`src/sv/awsu_pkg.sv`:
```
// shared types and constants for the anemometer window speed unit
// no dependencies
package awsu_pkg;

  localparam int COUNT_BITS = 16;
  localparam int KPH_W = COUNT_BITS + 16;

  localparam logic [15:0] WINDOW_MS_RST = 16'd1000;
  localparam logic [15:0] KPH_PER_COUNT_RST = 16'd614;
  localparam logic [15:0] BIAS_RST = 16'd0;

  // km/h limit, 80 in q8.8
  localparam logic [KPH_W-1:0] KPH_LIMIT_Q8 = KPH_W'(20480);
  // 65536 / 1.609, rounded
  localparam logic [15:0] MPH_PER_KPH_Q16 = 16'd40731;
  localparam logic [30:0] ROUND_HALF = 31'd32768;

  localparam logic [1:0] REG_WINDOW_MS = 2'd0;
  localparam logic [1:0] REG_KPH_PER_COUNT = 2'd1;
  localparam logic [1:0] REG_BIAS = 2'd2;

  localparam logic FUNC_PULSE = 1'b0;
  localparam logic FUNC_READ = 1'b1;

  typedef struct packed {
    logic        func;
    logic [31:0] now_ms;
  } event_t;

  typedef struct packed {
    logic [15:0] speed_q8;
    logic        speed_error;
  } result_t;

  typedef struct packed {
    logic [15:0]        window_ms;
    logic [15:0]        kph_per_count_q8;
    logic signed [15:0] bias_q8;
  } cfg_t;

endpackage

```
`src/sv/awsu_front.sv`:
```
// front end: window bookkeeping and pulse counting per event
// depends on awsu_pkg
module awsu_front (
  input  logic           clk,
  input  logic           rst,
  input  awsu_pkg::cfg_t cfg,
  input  logic           accept,
  input  awsu_pkg::event_t item,
  output logic           cq_push,
  output logic [awsu_pkg::COUNT_BITS-1:0] cq_data
);
  import awsu_pkg::*;

  logic [31:0]           window_start;
  logic [31:0]           window_start_next;
  logic [COUNT_BITS-1:0] pulse_count;
  logic [COUNT_BITS-1:0] pulse_count_next;
  logic [COUNT_BITS-1:0] last_count;
  logic [COUNT_BITS-1:0] last_count_next;
  logic [COUNT_BITS-1:0] closed_count;
  logic [31:0]           elapsed;
  logic [16:0]           two_windows;

  always_comb begin
    elapsed = item.now_ms - window_start;
    two_windows = {cfg.window_ms, 1'b0};
    window_start_next = window_start;
    closed_count = pulse_count;
    last_count_next = last_count;
    if (elapsed >= {16'd0, cfg.window_ms}) begin
      if (elapsed > {15'd0, two_windows}) begin
        // too long idle, restart at event time
        window_start_next = item.now_ms;
        closed_count = '0;
        last_count_next = '0;
      end else begin
        window_start_next = window_start + {16'd0, cfg.window_ms};
        last_count_next = pulse_count;
        closed_count = '0;
      end
    end
    pulse_count_next = closed_count;
    if (item.func == FUNC_PULSE && closed_count != {COUNT_BITS{1'b1}}) begin
      pulse_count_next = closed_count + COUNT_BITS'(1);
    end
  end

  assign cq_push = accept && item.func == FUNC_READ;
  assign cq_data = last_count_next;

  always_ff @(posedge clk) begin
    if (rst) begin
      window_start <= '0;
      pulse_count <= '0;
      last_count <= '0;
    end else if (accept) begin
      window_start <= window_start_next;
      pulse_count <= pulse_count_next;
      last_count <= last_count_next;
    end
  end

endmodule

```
`src/sv/awsu_cnt_queue.sv`:
```
// two entry queue of latched counts between front and back
// depends on awsu_pkg
module awsu_cnt_queue (
  input  logic clk,
  input  logic rst,
  input  logic wr,
  input  logic [awsu_pkg::COUNT_BITS-1:0] wr_data,
  input  logic rd,
  output logic [awsu_pkg::COUNT_BITS-1:0] rd_data,
  output logic full,
  output logic empty
);
  import awsu_pkg::*;

  logic [COUNT_BITS-1:0] mem [2];
  logic                  wr_ptr;
  logic                  rd_ptr;
  logic [1:0]            count;

  assign full = count == 2'd2;
  assign empty = count == 2'd0;
  assign rd_data = mem[rd_ptr];

  always_ff @(posedge clk) begin
    if (wr) begin
      mem[wr_ptr] <= wr_data;
    end
  end

  always_ff @(posedge clk) begin
    if (rst) begin
      wr_ptr <= 1'b0;
      rd_ptr <= 1'b0;
      count <= 2'd0;
    end else begin
      if (wr) begin
        wr_ptr <= ~wr_ptr;
      end
      if (rd) begin
        rd_ptr <= ~rd_ptr;
      end
      if (wr && !rd) begin
        count <= count + 2'd1;
      end else if (rd && !wr) begin
        count <= count - 2'd1;
      end
    end
  end

endmodule

```
`src/sv/awsu_back.sv`:
```
// back end: count to km/h, range check, mph conversion, bias and clamp
// holds the result queue; depends on awsu_pkg
module awsu_back (
  input  logic           clk,
  input  logic           rst,
  input  awsu_pkg::cfg_t cfg,
  input  logic           cq_empty,
  input  logic [awsu_pkg::COUNT_BITS-1:0] cq_data,
  output logic           cq_pop,
  input  logic           pop,
  output logic           empty,
  output awsu_pkg::result_t result
);
  import awsu_pkg::*;

  localparam logic [1:0] ST_IDLE = 2'd0;
  localparam logic [1:0] ST_MUL = 2'd1;
  localparam logic [1:0] ST_FIN = 2'd2;

  logic [1:0]        state;
  logic [KPH_W-1:0]  kph;
  logic [30:0]       prod;
  logic              err;
  logic signed [16:0] neg_bias;
  logic              under;
  logic signed [17:0] diff;
  logic [15:0]       speed;

  result_t    oq [2];
  logic       oq_wr_ptr;
  logic       oq_rd_ptr;
  logic [1:0] oq_count;
  logic       oq_push;
  logic       oq_pop;

  always_comb begin
    neg_bias = 17'sd0 - {cfg.bias_q8[15], cfg.bias_q8};
    under = $signed({2'b00, kph}) < $signed({{(KPH_W-15){neg_bias[16]}}, neg_bias});
    diff = $signed({3'b000, prod[30:16]}) - $signed({{2{cfg.bias_q8[15]}}, cfg.bias_q8});
    if (diff <= 18'sd0) begin
      speed = '0;
    end else if (diff > 18'sd65535) begin
      speed = 16'hffff;
    end else begin
      speed = diff[15:0];
    end
  end

  assign cq_pop = state == ST_IDLE && !cq_empty && oq_count != 2'd2;
  assign oq_push = state == ST_FIN;
  assign oq_pop = pop && !empty;
  assign empty = oq_count == 2'd0;
  assign result = oq[oq_rd_ptr];

  always_ff @(posedge clk) begin
    if (rst) begin
      state <= ST_IDLE;
    end else begin
      unique case (state)
        ST_IDLE: begin
          if (cq_pop) begin
            state <= ST_MUL;
          end
        end
        ST_MUL: begin
          state <= ST_FIN;
        end
        ST_FIN: begin
          state <= ST_IDLE;
        end
        default: begin
          state <= ST_IDLE;
        end
      endcase
    end
  end

  always_ff @(posedge clk) begin
    if (cq_pop) begin
      kph <= KPH_W'(cq_data) * KPH_W'(cfg.kph_per_count_q8);
    end
    if (state == ST_MUL) begin
      err <= kph > KPH_LIMIT_Q8 || under;
      // kph is at most the limit whenever this product is used
      prod <= 31'(kph[14:0]) * 31'(MPH_PER_KPH_Q16) + ROUND_HALF;
    end
  end

  always_ff @(posedge clk) begin
    if (oq_push) begin
      oq[oq_wr_ptr].speed_q8 <= err ? 16'd0 : speed;
      oq[oq_wr_ptr].speed_error <= err;
    end
  end

  always_ff @(posedge clk) begin
    if (rst) begin
      oq_wr_ptr <= 1'b0;
      oq_rd_ptr <= 1'b0;
      oq_count <= 2'd0;
    end else begin
      if (oq_push) begin
        oq_wr_ptr <= ~oq_wr_ptr;
      end
      if (oq_pop) begin
        oq_rd_ptr <= ~oq_rd_ptr;
      end
      if (oq_push && !oq_pop) begin
        oq_count <= oq_count + 2'd1;
      end else if (oq_pop && !oq_push) begin
        oq_count <= oq_count - 2'd1;
      end
    end
  end

endmodule

```
`src/sv/anemometer_window_speed_unit.sv`:
```
// anemometer window speed unit, top level: config registers, front, count queue, back
// depends on awsu_pkg, awsu_front, awsu_cnt_queue, awsu_back
// a read request passes through the count queue, then the back end states idle, multiply and finish before
// its result shows on the result ports; pulse requests: one per cycle while the count queue is not full;
//   reads are taken one at a time by the back end sequencer (multiply, convert, clamp), only when idle
// reset: synchronous; clears window state and queues, config returns to defaults
module anemometer_window_speed_unit (
  input  logic              clk,
  input  logic              rst,
  input  logic              push,
  input  awsu_pkg::event_t  event_item,
  output logic              full,
  input  logic              pop,
  output logic              empty,
  output awsu_pkg::result_t result,
  input  logic              cfg_we,
  input  logic [1:0]        cfg_index,
  input  logic [15:0]       cfg_data
);
  import awsu_pkg::*;

  // configuration; the user must change it only while the unit is idle, the block does not enforce this
  cfg_t cfg;

  logic                  accept;
  logic                  cq_push;
  logic [COUNT_BITS-1:0] cq_wr_data;
  logic [COUNT_BITS-1:0] cq_rd_data;
  logic                  cq_pop;
  logic                  cq_empty;

  always_ff @(posedge clk) begin
    if (rst) begin
      cfg.window_ms <= WINDOW_MS_RST;
      cfg.kph_per_count_q8 <= KPH_PER_COUNT_RST;
      cfg.bias_q8 <= BIAS_RST;
    end else if (cfg_we) begin
      unique case (cfg_index)
        REG_WINDOW_MS: begin
          cfg.window_ms <= cfg_data;
        end
        REG_KPH_PER_COUNT: begin
          cfg.kph_per_count_q8 <= cfg_data;
        end
        REG_BIAS: begin
          cfg.bias_q8 <= cfg_data;
        end
        default: begin
          // unmapped index, write dropped
        end
      endcase
    end
  end

  // every request waits for a free queue slot, so ordering stays simple
  assign accept = push && !full;

  // front: closes the window and counts pulses in the accept cycle,
  // reads leave a snapshot of the latched count in the queue
  awsu_front u_front (
    .clk     (clk),
    .rst     (rst),
    .cfg     (cfg),
    .accept  (accept),
    .item    (event_item),
    .cq_push (cq_push),
    .cq_data (cq_wr_data)
  );

  // short queue so the front keeps taking pulses while the back converts
  awsu_cnt_queue u_cnt_queue (
    .clk     (clk),
    .rst     (rst),
    .wr      (cq_push),
    .wr_data (cq_wr_data),
    .rd      (cq_pop),
    .rd_data (cq_rd_data),
    .full    (full),
    .empty   (cq_empty)
  );

  // back: speed arithmetic and result queue
  awsu_back u_back (
    .clk      (clk),
    .rst      (rst),
    .cfg      (cfg),
    .cq_empty (cq_empty),
    .cq_data  (cq_rd_data),
    .cq_pop   (cq_pop),
    .pop      (pop),
    .empty    (empty),
    .result   (result)
  );

endmodule

```
`config.mk`:
```
export PLATFORM = sky130hd
export DESIGN_NAME = anemometer_window_speed_unit
export DESIGN_NICKNAME = d
export VERILOG_FILES = /design/src/sv/awsu_pkg.sv /design/src/sv/awsu_front.sv /design/src/sv/awsu_cnt_queue.sv /design/src/sv/awsu_back.sv /design/src/sv/anemometer_window_speed_unit.sv
export SDC_FILE = /design/constraint.sdc
export NUM_CORES = 1
export LEC_CHECK = 0
export BUFFER_PORTS_ARGS = -buffer_cell sky130_fd_sc_hd__buf_2
export CAP_MARGIN = 20
export CORE_ASPECT_RATIO = 0.6
export CORE_MARGIN = 2
export CORE_UTILIZATION = 35
export DETAILED_ROUTE_END_ITERATION = 7
export PLACE_DENSITY = 0.51
export SKIP_CTS_REPAIR_TIMING = 1
export SYNTH_ARGS = -nofsm -noshare
export SYNTH_HDL_FRONTEND = slang
export SYNTH_SLANG_ARGS = --single-unit
```
`constraint.sdc`:
```
create_clock -name clk -period 8.2 [get_ports clk]
set_input_delay 0.82 -clock clk [delete_from_list [all_inputs] [get_ports clk]]
set_output_delay 0.82 -clock clk [all_outputs]
set_load 0.05 [all_outputs]
```
==> metrics.csv <==
metric,value,unit
path_cells,"buf_4, mux2_2, and2_1, fa_1, inv_1, fa_1, fa_1, fa_1, inv_1, fa_1, fa_1, ha_1, nand2_1, nor4b_1, o211ai_1, a31oi_1, a221oi_1, o21ai_0, nand4_1, nand4b_1, a21oi_1, xnor2_1",
cp.depth,22,
layout.nets,3634,
fp-row-count,78,
grt_pass1_vias,20600,
drt_iter0_drc,1568,
worst_setup_path_start_kind,flop,
firstDrtPassIters,5,
drive_gt1_frac,0.0671,
cts_buffer_depth,3,
path_class,flop to flop,
finalCritPeriodShare,0.900,
cts_tree,built,
syn_area,26700,um2
numCtsBuffers,25,
synth_warnings,0,
synth.avg_cell_area,9.18,um2
synth_top_cells_by_area,"fa_1 21%, ha_1 17%, edfxtp_1 13%",
htreeDepth,1,
syn_inst,2910,
remaining_drc_errors,0,
wl_per_cell,18.5,um
grt_usage,0.191,
worst_slew_pin_slew,1010,ps
cp.required,8510,ps
synth_edf_count,114,
critPathMaxFanout,16,
tns,0,ps
gr-total-overflow,0,
dieArea,78700,um2
ant_nets,0,
stdcell_area,29000,um2
critPathSlowestCell,fa_1,
yosysSeqAreaShare,0.221,
setup_violations,0,
drt-total-wl,73100,um
max-slew-margin-rel,0.316,
hold_class,flop to flop,
port_buffers,74,
insertion_delay,570,ps
cts_sinks,238,
ys_async_sr_fraction,0,
arrival,7690,ps
grt_antenna_before_repair,10,
grt_max_degree,55,
synth_seq_cells,238,
core_area,75500,um2
reg2regPathDepth,22,
clockRootBuffer,clkbuf_16,
min_period,7380,ps
initial_core_util,0.354,
synth_top_area_frac,0.207,
hold_viol_final,0,
die_h,218,um
fmax,0.135,GHz
clk_pin_slew_worst_paths,60,ps
rsz0062_at_grt,no,
dieWidth,361,um
hpwl,60000,um
ys_types,76,
clock_skew,28.1,ps
crit_family,adder cells,
yosys.area.top_type,fa_1,
synth_nets,3612,
cp_common_cell,fa_1,
drv_cap,0,
gp_congestion,0.883,
fillers,7608,
status,"finished, final reports clean",
hold_depth,2,
ios,75,
viasPerCell,5.14,
cp_num_buf_inv,3,
placed_area,28100,um2
crit_path_end_kind,flop,
area_delta_synth_final,8.44,%
ys.flop_type,dfxtp_1,
vias,20300,
maxSlewViolCount,0,
grt_pass1_wl,118000,um
cpPeakStageDelay,550,ps
kinds of logic (layout without fill, tap and decap cells):
| logic type | count (synthesis) | count (layout) | synth area share |
|---|---|---|---|
| AOI/OAI and AO/OA | 478 | 478 | 0.114 |
| muxes | 47 | 47 | 0.0191 |
| other | 0 | 3 | 0 |
| adders and majority gates | 646 | 646 | 0.380 |
| buffers and inverters | 551 | 591 | 0.0784 |
| xor gates and xnor gates | 109 | 109 | 0.0357 |
| and+or+nand+nor | 841 | 841 | 0.151 |
| DFF | 238 | 238 | 0.221 |
cell usage after synthesis, types with 6 or more instances:
library cell  instances
mux2_2               33
nand2_1             380
edfxtp_1            114
inv_1               450
xnor2_1              73
o21a_1               17
a31oi_1              20
nand4_1              24
nor2_1              101
a41oi_1               7
o21bai_1              9
a211oi_1              6
o211ai_1             16
dfxtp_1             124
o41ai_1              13
ha_1                369
fa_1                277
nor2b_1              19
o221ai_1              9
a21o_1               60
a21oi_1             167
and2_1              122
or3_1                15
nand3_1              61
mux2i_1              14
nand2b_1             17
buf_2                10
a31o_2                6
and3_1               20
clkbuf_1             83
o21ai_0              71
nor3_1               33
xor2_1               36
o2111ai_1            13
o31ai_1               6
nor4_1               13
o21ai_1              19
flip-flops by register name, summed over array words and instances, names as in the netlist, named ones only:
register	flops
u_back.prod	15
u_back.err	1
u_front.pulse_count	16
u_back.oq_rd_ptr	1
u_front.window_start	32
u_back.oq	34
u_back.oq_wr_ptr	1
u_back.state	2
u_front.last_count	16
u_cnt_queue.rd_ptr	1
u_back.oq_count	2
u_back.kph	32
u_cnt_queue.wr_ptr	1
cfg	48
u_cnt_queue.count	2
u_cnt_queue.mem	32
path summary, 6_finish.rpt:
kind | end | slack [ps] | from
min reg2reg | u_front.last_count[14]$_SDFFE_PP0P_ | 450 | u_front.last_count[14]$_SDFFE_PP0P_
max | u_back.kph[31]$_DFFE_PP_ | 820 | flop
min | u_front.last_count[14]$_SDFFE_PP0P_ | 450 | u_front.last_count[14]$_SDFFE_PP0P_
max reg2reg | u_back.kph[31]$_DFFE_PP_ | 820 | flop
worst min-delay path, delay by kind of cell, from the launching register on:
kind               cells  cell delay (ps)
AOI/OAI and AO/OA      1               50
and+or+nand+nor        1               50
DFF                    1              310
metal layers:
layer,vias up,share of wire,wire length [um],global-route usage
li1,9767,-,-,-
met3,42,0.071,5200,0.0373
met2,528,0.39,28300,0.266
met5,-,0.00037,27,0
met1,9983,0.53,38800,0.304
met4,4,0.0098,716,0.0240
placed cells by master, fill, tap and decap left out, types with 21 or more instances in the layout:
cell type / count
buf_4: 21
ha_1: 369
edfxtp_1: 114
buf_2: 73
mux2_2: 33
and2_1: 122
nor2_1: 101
dfxtp_1: 124
o21ai_0: 71
nand3_1: 61
clkbuf_16: 25
a21oi_1: 166
xor2_1: 36
nor3_1: 33
xnor2_1: 73
nand2_1: 380
fa_1: 277
inv_1: 449
a21o_1: 60
nand4_1: 24
stage by stage:
step / util / instances / hold slack, ps / setup slack, ps
floorplan: - / 2910 / 432 / 1170
global placement: 0.373 / 3904 / 440 / 841
detailed placement: 0.373 / 3904 / 446 / 829
CTS: 0.383 / 3949 / 455 / 789
global route: 0.384 / 3950 / 476 / 303
finish: 0.384 / 3953 / 453 / 817
final cells by class:
type,instances,area [um2],area share
clock inverters,17,174,0.00600
diodes,3,7.51,0.000259
flip-flops and latches,238,5910,0.204
repair buffers,95,543,0.0187
clock buffers,28,637,0.0220
multi-input cells,2121,18800,0.648
well taps,1000,1250,0.0432
inverters,451,1690,0.0584
Power is left out: the tool's default activity adds up to more than one toggle a clock period on the data nets, which glitch-free logic cannot reach.
